<file path="config.mk">
export PLATFORM = sky130hd
export DESIGN_NAME = uart_tx_fifo_serializer_unit
export DESIGN_NICKNAME = d
export VERILOG_FILES = /design/src/sv/utfs_pkg.sv /design/src/sv/utfs_fifo.sv /design/src/sv/utfs_serial.sv /design/src/sv/uart_tx_fifo_serializer_unit.sv
export VERILOG_INCLUDE_DIRS = /design/src /design/src/sv
export SDC_FILE = /design/constraint.sdc
export NUM_CORES = 1
export LEC_CHECK = 0
export ABC_CLOCK_PERIOD_IN_PS = 9620
export BUFFER_PORTS_ARGS = -buffer_cell sky130_fd_sc_hd__buf_2
export CELL_PAD_IN_SITES_DETAIL_PLACEMENT = 1
export CELL_PAD_IN_SITES_GLOBAL_PLACEMENT = 1
export CORE_MARGIN = 2
export CORE_UTILIZATION = 43
export DETAILED_ROUTE_END_ITERATION = 8
export GPL_TIMING_DRIVEN = 0
export MAX_ROUTING_LAYER = met4
export PLACE_DENSITY_LB_ADDON = 0.1
export SLEW_MARGIN = 5
export SYNTH_ARGS = -nofsm -noshare
export SYNTH_HDL_FRONTEND = slang
export SYNTH_SLANG_ARGS = --single-unit
export TNS_END_PERCENT = 20
</file>
<file path="constraint.sdc">
create_clock -name clk_i -period 9.62 [get_ports clk_i]
set_input_delay 0 -clock clk_i [delete_from_list [all_inputs] [get_ports clk_i]]
set_output_delay 0 -clock clk_i [all_outputs]
set_load 0.01 [all_outputs]
</file>
<file path="src/sv/uart_tx_fifo_serializer_unit_defines.svh">
// ----------------------------------------------------------------------------
// uart tx fifo serializer assertion macros
// concurrent assertion wrappers, empty for synthesis
// ----------------------------------------------------------------------------
`ifndef UART_TX_FIFO_SERIALIZER_UNIT_DEFINES_SVH
`define UART_TX_FIFO_SERIALIZER_UNIT_DEFINES_SVH

`ifndef SYNTHESIS
// property must hold at every clock edge out of reset
`define UTFS_ASSERT(lbl, clk, rst_n, prop) \
  lbl: assert property (@(posedge clk) disable iff (!rst_n) (prop)) \
    else $error("utfs assertion failed");
// expression must never be true out of reset
`define UTFS_ASSERT_NEVER(lbl, clk, rst_n, expr) \
  lbl: assert property (@(posedge clk) disable iff (!rst_n) !(expr)) \
    else $error("utfs forbidden condition seen");
`else
`define UTFS_ASSERT(lbl, clk, rst_n, prop)
`define UTFS_ASSERT_NEVER(lbl, clk, rst_n, expr)
`endif

`endif

</file>
<file path="src/sv/utfs_pkg.sv">
// ----------------------------------------------------------------------------
// utfs_pkg
// shared types and constants of the uart tx fifo serializer
// ----------------------------------------------------------------------------
`default_nettype none

package utfs_pkg;

  localparam int unsigned DATA_W    = 8;
  localparam int unsigned TPB_W     = 8;
  localparam int unsigned BIT_IDX_W = 4;

  localparam logic [TPB_W-1:0]     TPB_RESET     = 8'd4;
  localparam logic [BIT_IDX_W-1:0] BIT_START     = 4'd1;
  localparam logic [BIT_IDX_W-1:0] BIT_DATA_FST  = 4'd2;
  localparam logic [BIT_IDX_W-1:0] BIT_DATA_LAST = 4'd9;

  typedef enum logic {
    OP_PUSH = 1'b0,
    OP_TICK = 1'b1
  } op_e;

  typedef struct packed {
    logic              push;
    logic              pop;
    logic [DATA_W-1:0] wdata;
  } fifo_req_t;

  typedef struct packed {
    logic              nonempty;
    logic [DATA_W-1:0] head;
  } fifo_status_t;

  typedef struct packed {
    logic line;
    logic busy;
  } ser_status_t;

endpackage

`default_nettype wire

</file>
<file path="src/sv/utfs_fifo.sv">
// ----------------------------------------------------------------------------
// utfs_fifo
// byte queue with registered head read and write bypass
// ----------------------------------------------------------------------------
`default_nettype none

module utfs_fifo #(
  parameter int unsigned FIFO_DEPTH = 64,
  parameter int unsigned LVL_W      = $clog2(FIFO_DEPTH + 1)
) (
  input  wire logic                    clk_i,
  input  wire logic                    rst_ni,
  input  wire utfs_pkg::fifo_req_t     req_i,
  output      utfs_pkg::fifo_status_t  status_o,
  output      logic [LVL_W-1:0]        level_o,
  output      logic                    dropped_o
);

  localparam int unsigned PTR_W = (FIFO_DEPTH > 1) ? $clog2(FIFO_DEPTH) : 1;

  logic [utfs_pkg::DATA_W-1:0] mem [FIFO_DEPTH];
  logic [utfs_pkg::DATA_W-1:0] head_q;
  logic [PTR_W-1:0]            wp_q, wp_d, rp_q, rp_d;
  logic [LVL_W-1:0]            level_q, level_d;
  logic                        full, push_ok;

  assign full    = (level_q == LVL_W'(FIFO_DEPTH));
  assign push_ok = req_i.push && !full;

  always_comb begin
    wp_d    = wp_q;
    rp_d    = rp_q;
    level_d = level_q;
    if (push_ok) begin
      wp_d = (wp_q == PTR_W'(FIFO_DEPTH - 1)) ? '0 : wp_q + 1'b1;
    end
    if (req_i.pop) begin
      rp_d = (rp_q == PTR_W'(FIFO_DEPTH - 1)) ? '0 : rp_q + 1'b1;
    end
    if (push_ok && !req_i.pop) begin
      level_d = level_q + 1'b1;
    end else if (!push_ok && req_i.pop) begin
      level_d = level_q - 1'b1;
    end
  end

  always_ff @(posedge clk_i or negedge rst_ni) begin
    if (!rst_ni) begin
      wp_q    <= '0;
      rp_q    <= '0;
      level_q <= '0;
    end else begin
      wp_q    <= wp_d;
      rp_q    <= rp_d;
      level_q <= level_d;
    end
  end

  // head always mirrors the entry at the read pointer
  always_ff @(posedge clk_i) begin
    if (push_ok) begin
      mem[wp_q] <= req_i.wdata;
    end
    if (push_ok && (wp_q == rp_d)) begin
      head_q <= req_i.wdata;
    end else begin
      head_q <= mem[rp_d];
    end
  end

  assign status_o.nonempty = (level_q != '0);
  assign status_o.head     = head_q;
  assign level_o           = level_d;
  assign dropped_o         = req_i.push && full;

endmodule

`default_nettype wire

</file>
<file path="src/sv/utfs_serial.sv">
// ----------------------------------------------------------------------------
// utfs_serial
// tick divider and 8n1 frame shifter
// ----------------------------------------------------------------------------
`default_nettype none

module utfs_serial (
  input  wire logic                          clk_i,
  input  wire logic                          rst_ni,
  input  wire logic                          tick_i,
  input  wire logic [utfs_pkg::TPB_W-1:0]    tpb_i,
  input  wire utfs_pkg::fifo_status_t        fifo_st_i,
  output      logic                          load_o,
  output      utfs_pkg::ser_status_t         st_o
);

  logic [utfs_pkg::DATA_W-1:0]    shift_q, shift_d, shift_mid;
  logic [utfs_pkg::BIT_IDX_W-1:0] bi_q, bi_d, bi_inc;
  logic [utfs_pkg::TPB_W-1:0]     div_q, div_d, div_base, div_inc;
  logic                           busy_q, busy_d, busy_mid;
  logic                           line_q, line_d;
  logic                           fire;

  assign load_o = tick_i && !busy_q && fifo_st_i.nonempty;

  always_comb begin
    shift_mid = load_o ? fifo_st_i.head : shift_q;
    busy_mid  = load_o ? 1'b1 : busy_q;
    div_base  = load_o ? '0 : div_q;
    div_inc   = div_base + 1'b1;
    fire      = (div_inc >= tpb_i) || (div_inc == '0);
    bi_inc    = bi_q + 1'b1;

    shift_d = shift_q;
    bi_d    = bi_q;
    div_d   = div_q;
    busy_d  = busy_q;
    line_d  = line_q;
    if (tick_i) begin
      shift_d = shift_mid;
      busy_d  = busy_mid;
      div_d   = fire ? '0 : div_inc;
      if (fire && busy_mid) begin
        if (bi_inc == utfs_pkg::BIT_START) begin
          line_d = 1'b0;
          bi_d   = bi_inc;
        end else if (bi_inc inside {[utfs_pkg::BIT_DATA_FST:utfs_pkg::BIT_DATA_LAST]}) begin
          line_d  = shift_mid[0];
          shift_d = shift_mid >> 1;
          bi_d    = bi_inc;
        end else begin
          // stop bit
          line_d = 1'b1;
          bi_d   = '0;
          busy_d = 1'b0;
        end
      end
    end
  end

  always_ff @(posedge clk_i or negedge rst_ni) begin
    if (!rst_ni) begin
      shift_q <= '0;
      bi_q    <= '0;
      div_q   <= '0;
      busy_q  <= 1'b0;
      line_q  <= 1'b1;
    end else begin
      shift_q <= shift_d;
      bi_q    <= bi_d;
      div_q   <= div_d;
      busy_q  <= busy_d;
      line_q  <= line_d;
    end
  end

  assign st_o.line = line_d;
  assign st_o.busy = busy_d;

endmodule

`default_nettype wire

</file>
<file path="src/sv/uart_tx_fifo_serializer_unit.sv">
// ----------------------------------------------------------------------------
// uart_tx_fifo_serializer_unit
// 8n1 uart transmitter fed from a byte fifo, one push or tick per request
// ----------------------------------------------------------------------------
//  channel  | valid       | stall        | payload
//  ---------+-------------+--------------+------------------------------------
//  in       | in_valid_i  | in_stall_o   | op_i, byte_in_i
//  out      | out_valid_o | out_stall_i  | tx_line_o, sending_o,
//           |             |              | push_dropped_o, fifo_level_o
//  cfg      | cfg_we_i    | -            | cfg_wdata_i (ticks per bit)
//
//  one request per clock sustained while the result is not stalled; a request
//  passes the input register, then the result register
//  the fifo head is a registered memory read kept current by write bypass
//  reset leaves the serializer line high, fifo empty, ticks per bit at 4
//  a stalled result holds while the input register still takes a request
// ----------------------------------------------------------------------------
`default_nettype none

`include "uart_tx_fifo_serializer_unit_defines.svh"

module uart_tx_fifo_serializer_unit #(
  parameter  int unsigned FIFO_DEPTH = 64,
  localparam int unsigned LVL_W      = $clog2(FIFO_DEPTH + 1)
) (
  input  wire logic                        clk_i,
  input  wire logic                        rst_ni,
  input  wire logic                        cfg_we_i,
  input  wire logic [utfs_pkg::TPB_W-1:0]  cfg_wdata_i,
  input  wire logic                        in_valid_i,
  output      logic                        in_stall_o,
  input  wire logic                        op_i,
  input  wire logic [utfs_pkg::DATA_W-1:0] byte_in_i,
  output      logic                        out_valid_o,
  input  wire logic                        out_stall_i,
  output      logic                        tx_line_o,
  output      logic                        sending_o,
  output      logic                        push_dropped_o,
  output      logic [LVL_W-1:0]            fifo_level_o
);

  logic [utfs_pkg::TPB_W-1:0]  tpb_q;
  logic                        s1_valid_q, s1_valid_d;
  utfs_pkg::op_e               s1_op_q;
  logic [utfs_pkg::DATA_W-1:0] s1_byte_q;
  logic                        out_valid_q, out_valid_d;
  logic                        out_line_q, out_busy_q, out_drop_q;
  logic [LVL_W-1:0]            out_level_q;
  logic                        advance, accept_in, tick, load;
  logic                        fifo_dropped;
  logic [LVL_W-1:0]            fifo_level;
  utfs_pkg::fifo_req_t         fifo_req;
  utfs_pkg::fifo_status_t      fifo_st;
  utfs_pkg::ser_status_t       ser_st;

  assign advance    = s1_valid_q && (!out_valid_q || !out_stall_i);
  assign in_stall_o = s1_valid_q && !advance;
  assign accept_in  = in_valid_i && !in_stall_o;
  assign tick       = advance && (s1_op_q == utfs_pkg::OP_TICK);

  assign fifo_req.push  = advance && (s1_op_q == utfs_pkg::OP_PUSH);
  assign fifo_req.pop   = load;
  assign fifo_req.wdata = s1_byte_q;

  utfs_fifo #(
    .FIFO_DEPTH (FIFO_DEPTH),
    .LVL_W      (LVL_W)
  ) u_fifo (
    .clk_i     (clk_i),
    .rst_ni    (rst_ni),
    .req_i     (fifo_req),
    .status_o  (fifo_st),
    .level_o   (fifo_level),
    .dropped_o (fifo_dropped)
  );

  utfs_serial u_serial (
    .clk_i     (clk_i),
    .rst_ni    (rst_ni),
    .tick_i    (tick),
    .tpb_i     (tpb_q),
    .fifo_st_i (fifo_st),
    .load_o    (load),
    .st_o      (ser_st)
  );

  always_comb begin
    s1_valid_d = s1_valid_q;
    if (accept_in) begin
      s1_valid_d = 1'b1;
    end else if (advance) begin
      s1_valid_d = 1'b0;
    end
    out_valid_d = out_valid_q;
    if (advance) begin
      out_valid_d = 1'b1;
    end else if (out_valid_q && !out_stall_i) begin
      out_valid_d = 1'b0;
    end
  end

  always_ff @(posedge clk_i or negedge rst_ni) begin
    if (!rst_ni) begin
      tpb_q       <= utfs_pkg::TPB_RESET;
      s1_valid_q  <= 1'b0;
      out_valid_q <= 1'b0;
    end else begin
      if (cfg_we_i) begin
        tpb_q <= cfg_wdata_i;
      end
      s1_valid_q  <= s1_valid_d;
      out_valid_q <= out_valid_d;
    end
  end

  always_ff @(posedge clk_i) begin
    if (accept_in) begin
      s1_op_q   <= utfs_pkg::op_e'(op_i);
      s1_byte_q <= byte_in_i;
    end
    if (advance) begin
      out_line_q  <= ser_st.line;
      out_busy_q  <= ser_st.busy;
      out_drop_q  <= fifo_dropped;
      out_level_q <= fifo_level;
    end
  end

  assign out_valid_o    = out_valid_q;
  assign tx_line_o      = out_line_q;
  assign sending_o      = out_busy_q;
  assign push_dropped_o = out_drop_q;
  assign fifo_level_o   = out_level_q;

  `UTFS_ASSERT(a_drop_when_full, clk_i, rst_ni,
               (out_valid_q && out_drop_q) |-> (out_level_q == LVL_W'(FIFO_DEPTH)))
  `UTFS_ASSERT(a_load_goes_busy, clk_i, rst_ni,
               (advance && load) |=> (out_valid_q && out_busy_q))
  `UTFS_ASSERT(a_out_drains, clk_i, rst_ni,
               (out_valid_q && !out_stall_i && !s1_valid_q) |=> !out_valid_q)
  `UTFS_ASSERT_NEVER(a_drop_on_tick, clk_i, rst_ni, tick && fifo_dropped)

endmodule

`default_nettype wire
</file>
==> Word level (Yosys, flattened, before mapping) <==
Memory sizes are Yosys's and may differ from the RTL's. A register that Yosys moved wholly into a read port is not among the register bits.
Index checks and enable logic that the tools add are counted.
{ "totals": {"ff_bits": 70, "wordCells": 89, "mem_bits_rw": 512, "mem_count": 1, "out_inout_bits": 12, "input_bits": 22} }
{ "mem_list": {"columns": ["name", "depth", "width", "read_ports", "rd_clocked_by_memory_dff", "wr", "line", "source"], "rows": [
  ["u_fifo.mem", 64, 8, 1, 1, 1, "utfs_fifo.sv:21", "logic [utfs_pkg::DATA_W-1:0] mem [FIFO_DEPTH];"]
]} }
{ "op_classes": {"eq_ne": 4, "n_reduce_logical": 29, "muxes": 28, "magnitude_cmp": 3, "addsub": 6, "bitwise_logic": 1} }
{ "op_table": {"columns": ["cell", "count"], "rows": [
  ["8-bit two-way mux", 6],
  ["6-bit two-way mux", 3],
  ["1-bit two-way mux", 15],
  ["1-bit logical AND", 14],
  ["7-bit two-way mux", 2],
  ["6-bit by 1-bit adder with 6-bit output, second input constant", 2],
  ["6-bit equality test, second input constant", 2],
  ["8-bit by 1-bit adder with 8-bit output, second input constant", 1],
  ["8-bit greater-or-equal comparator", 1],
  ["1-bit logical NOT", 8],
  ["8-bit logical NOT", 1],
  ["4-bit two-way mux", 2],
  ["7-bit by 1-bit adder with 7-bit output, second input constant", 1],
  ["7-bit equality test, second input constant", 1],
  ["7-bit nonzero test", 1],
  ["7-bit by 1-bit subtractor with 7-bit output, second input constant", 1],
  ["4-bit by 1-bit adder with 4-bit output, second input constant", 1],
  ["4-bit by 1-bit equality test with 1-bit output, second input constant", 1],
  ["4-bit by 2-bit greater-or-equal comparator with 1-bit output, second input constant", 1],
  ["4-bit less-or-equal comparator, second input constant", 1],
  ["2-bit nonzero test", 2],
  ["1-bit logical OR", 2],
  ["2-bit AND reduction", 1],
  ["1-bit NOT", 1]
]} }

==> Logic depth before layout (Yosys ltp) <==
{ "depth": {"ltp_word": 13, "mapped_depth": 22, "mapped_depth_nobuf": 19} }

==> By module <==
A second synthesis with hierarchy kept.
{ "unflattened": {"hier_cells": 1279, "hier_area_um2": 24059.3} }
{ "modules_own_cells": {"columns": ["mod", "instances", "cells_per_inst", "seq_area_each_um2", "area_each_um2"], "rows": [
  ["utfs_fifo", 1, 1033, 15970.3, 21290.4],
  ["utfs_serial", 1, 199, 551.8, 1762.9],
  ["uart_tx_fifo_serializer_unit", 1, 47, 822.0, 1006.0]
]} }

==> Least setup slack after synthesis <==
Ideal clock, no wire load.
{ "synth_path": {"path_type": "reg2reg", "from": "register u_fifo.level_q[0]", "to": "register u_serial.shift_q[5] (netlist name)", "path_slack_ns": 5.022, "arrival_time_ns": 4.474, "stages_incl_launch_ff": 23, "period_less_slack_ns": 4.598, "setup_time_ns": 0.124, "n_path_buf": 3, "required_ns": 9.496, "cell_sequence": "dfrtp_1 > inv_1 > ha_1 > or3b_4 > nor4_4 > or2_2 > clkbuf_1 > clkbuf_1 > and2_1 > ha_1 > nand2_1 > nor2_1 > xnor2_1 > nor2_1 > ha_1 > a2111oi_0 > nand2_1 > o21ai_0 > a31oi_1 > o21ai_1 > buf_2 > nor3_1 > a211o_1"} }
{ "synth_between": {"elab_chain_len": 8, "word_cells_on_any_way": 13, "cone_classes": "add/sub: 1; order compare: 1; mux: 6; reduce/logical: 5"} }
{ "synth_lines": {"columns": ["item", "line", "source"], "rows": [
  ["start, declared", "utfs_fifo.sv:24", "logic [LVL_W-1:0] level_q, level_d;"],
  ["start signal, assigned", "utfs_fifo.sv:55", "level_q <= level_d;"],
  ["7-bit nonzero test *", "utfs_fifo.sv:71", "assign status_o.nonempty = (level_q != '0);"],
  ["1-bit logical AND *", "utfs_serial.sv:24", "assign load_o = tick_i && !busy_q && fifo_st_i.nonempty;"],
  ["8-bit two-way mux", "utfs_serial.sv:29", "div_base = load_o ? '0 : div_q;"],
  ["8-bit by 1-bit adder with 8-bit output", "utfs_serial.sv:30", "div_inc = div_base + 1'b1;"],
  ["8-bit greater-or-equal comparator or 8-bit logical NOT (tied branches)", "utfs_serial.sv:31", "fire = (div_inc >= tpb_i) || (div_inc == '0);"],
  ["1-bit logical OR", "utfs_serial.sv:31", null],
  ["1-bit logical AND", "utfs_serial.sv:43", "if (fire && busy_mid) begin"],
  ["8-bit two-way mux *", "utfs_serial.sv:43", null],
  ["end signal, assigned", "utfs_serial.sv:69", "shift_q <= shift_d;"],
  ["end, declared", "utfs_serial.sv:17", "logic [utfs_pkg::DATA_W-1:0] shift_q, shift_d, shift_mid;"]
]} }
Every way passes the cells marked *; elsewhere a longest branch is shown, timed or not.
A chain may end at the register's enable or synchronous reset.

==> Worst setup path in the final report <==
Ends and elaborated chain as after synthesis.

==> impl_metrics.csv <==
group,metric,value,unit
power_and_ir_drop,comb_power_share,21.0,%
synthesis,synth_top_area_share,67.1,%
critical_path,crit_fanout,10,
cts,htree_levels,3,
power_and_ir_drop,sequentialPowerShare,43.8,%
power_and_ir_drop,finalPower,6.78,mW
global_route,grt_max_degree,52,
synthesis,yosysTopAreaCell,"edfxtp_1",
sta,skew,34.1,ps
finish,n_antenna_cell,0,
synthesis,synth_edf_count,531,
placement,portBuffers,33,
routing,antenna_left,0,
min_path,min_path_type,"in -> async",
power_and_ir_drop,intPower,4.83,mW
cts,clock_latency,630,ps
sta,rsz0062_at_grt,"false",
power_and_ir_drop,ir_worst_vdd,0.155,mV
critical_path,cpMostUsedCell,"ha_1",
die,dieArea,57200,um^2
routing,firstDrtPassIters,5,
critical_path,worstPathArrival,6570,ps
critical_path,critPathBufInv,4,
cts,clk_pin_slew,60,ps
run_status,status,"finished clean",
sta,setup_viol,0,
sta,maxSlewViolCount,0,
sta,worst_pin_slew,1290,ps
synthesis,ys_ff_latch,588,
cts,clock-sinks,588,
finish,drive_gt1_share,19.0,%
cts,root_buffer,"clkbuf_16",
cts,clockBufferDepth,3,
finish,areaGrowthSynthToFinish,16.2,%
critical_path,cp_cell_sequence,"inv_1 > ha_1 > or3b_4 > nor4_4 > or2_2 > clkbuf_1 > clkbuf_1 > and2_1 > ha_1 > nand2_1 > nor2_1 > xnor2_1 > nor2_1 > ha_1 > a2111oi_0 > a31oi_1 > o21ai_1 > buf_2 > nor3_1 > a211o_1",
synthesis,synthTopCellsByArea,"edfxtp_1, mux4_2, dfrtp_1",
routing,via_count,13100,
critical_path,cp.required,10100,ps
global_route,overflow,0,
synthesis,syn_inst,1311,
routing,routedWlPerCell,30.9,um
finish,finalNetCount,1504,
global_route,grt_pass1_wl,97900,um
synthesis,ys_types,69,
power_and_ir_drop,power_density,245,nW/um^2
power_and_ir_drop,p_sw_share,28.8,%
placement,place_congestion,0.824,
power_and_ir_drop,p_clk_share,35.2,%
critical_path,critPathKind,"reg -> reg",
sta,timing.final.crit_share,63.3,%
power_and_ir_drop,switching_power,1.96,mW
synthesis,synth_area,23800,um^2
die,ios,34,
sta,relSlewSlack,13.7,%
sta,final-hold-violation-count,0,
synthesis,yosysWarnings,0,
die,num_rows,86,
sta,fmax,164,MHz
sta,period_minus_slack,6090,ps
die,start_util,43.3,%
global_route,grt_pass1_vias,13700,
global_route,grt_use_total,25.4,%
synthesis,syn_avg_cell_area,18.1,um^2
critical_path,critical_path.slowest_cell,"clkbuf_1",
die,die_h,239,um
critical_path,cp_top_family,"simple AND/OR/NAND/NOR gates",
cts,post_cts_resized,0,
routing,drt-total-wl,68500,um
synthesis,ys_seq_area_share,73.0,%
synthesis,mappedNetlistNets,1350,
critical_path,cpPeakStageDelay,550,ps
cts,cts_buffers,66,
synthesis,synthTopCellsByCount,"edfxtp_1, mux4_2, nor2_1, nand2_1, mux2i_1",
routing,drt-initial-drc-count,1006,
routing,drc_errors,0,
synthesis,synthArstFlopShare,8.67,%
sta,fin_ws,3530,ps
sta,finalSetupTns,0,ps
power_and_ir_drop,p_leak,8.94,nW
placement,dp.final_hpwl,45300,um
flow_run,max-cap-violations,0,
sta,fin_hold_ws,2.68,ps
global_route,antenna_found_initial,0,
die,die_x,239,um
cts,tritoncts,"done",
routing,via_per_inst,5.89,
placement,placed_cell_area,25300,um^2
critical_path,end_kind,"flip-flop",
die,core-area,54900,um^2
critical_path,start_kind,"flip-flop",
synthesis,synth-main-ff-cell,"edfxtp_1",
synthesis,synth.most_common_cell,"edfxtp_1",
placement,place_ws,3520,ps
finish,finalInstanceArea,27600,um^2
[logic make-up after synthesis]
kind of cell / after synthesis / share of synthesized area (%)
xor gates and xnor gates: 17 / 0.626
buffers and inverters: 88 / 2.05
adders and majority gates: 17 / 0.895
AOI/OAI and AO/OA: 145 / 4.25
muxes: 180 / 13.8
and+or+nand+nor: 276 / 5.42
DFF: 588 / 73.0
[path summary, 6_finish.rpt]
kind / startpoint / end / slack (ps) / depth (start not counted)
hold reg to reg: u_fifo.rp_q[4] / u_fifo.rp_q[4] / 500 / 1
setup reg to reg: u_fifo.level_q[0] / u_serial.shift_q[5] / 3530 / 20
min in group clk_i: byte_in_i[1] / s1_byte_q[1] / 110 / 2
setup / recovery: u_fifo.level_q[0] / u_serial.shift_q[5] / 3530 / 20
hold / removal: rst_ni / tpb_q[4] / 3 / 2
max in group asynchronous: rst_ni / u_fifo.level_q[2] / 9130 / 2
[placed cells by master (no fill, tap or decap), types with 16 or more instances in the layout]
master / instances
edfxtp_1: 531
mux4_2: 102
nor2_1: 100
nand2_1: 72
clkbuf_16: 67
mux2i_1: 60
dfrtp_1: 49
buf_2: 44
clkbuf_1: 43
dlygate4sd3_1: 36
nand3_1: 30
a22oi_1: 29
o21ai_0: 26
inv_1: 21
a21oi_1: 18
buf_4: 17
ha_1: 17
clkinv_1: 16
[sequential cells by signal (all words and copies together) (netlist names), 7 cells and up, named ones only]
name,flops
tpb_q,8
u_serial.shift_q,8
fifo_level_o,7
u_serial.div_q,8
u_fifo.mem,512
s1_byte_q,8
u_fifo.level_q,7
[power groups by stage]
stage	sequential (mW)	combinational [mW]	clock, mW
2_1_floorplan	3.02	0.873	0
3_3_place_gp	3.05	1.35	0
3_5_place_dp	3.02	1.42	0
4_1_cts	2.97	1.44	2.42
5_1_grt	2.98	1.51	2.51
6_report	2.97	1.42	2.39
[metrics by stage]
stage	instances	util, %
after floorplan	1311	-
after global placement	2048	45.2
after detailed placement	2065	46.0
after CTS	2216	50.3
after global routing	2216	50.3
final	2216	50.3
[repair_timing]
item                      4_1_cts  5_1_grt
hold endpoints to repair       78        0
hold buffers                   36        0
setup buffers                   0        0
[worst register-to-register path, cell delays in order, from the launching register on]
cell       delay (ps)
dfrtp_1           450
inv_1              90
ha_1              160
or3b_4            410
nor4_4            370
or2_2             280
clkbuf_1          550
clkbuf_1          480
and2_1            230
ha_1              230
nand2_1           110
nor2_1            210
xnor2_1           160
nor2_1             70
ha_1              230
a2111oi_0         510
a31oi_1           360
o21ai_1           430
buf_2             290
nor3_1             70
a211o_1           270
[layout make-up]
| class | instances | area [um^2] |
|---|---|---|
| Buffer | 67 | 409 |
| Clock buffer | 84 | 1740 |
| Clock inverter | 31 | 259 |
| Fill cell | 5055 | 27300 |
| Inverter | 21 | 78.8 |
| Multi-Input combinational cell | 635 | 5940 |
| Sequential cell | 588 | 17300 |
| Tap cell | 704 | 881 |
| Timing Repair Buffer | 86 | 971 |
[per-layer routing]
| layer | GRT usage, % | share of wire (%) |
|---|---|---|
| met5 | - | 0 |
| met4 | 7.63 | 2.6 |
| met3 | 4.23 | 6.2 |
| met2 | 40.7 | 49 |
| met1 | 33.7 | 42 |
Note: power is estimated with default switching activity, not from simulation.
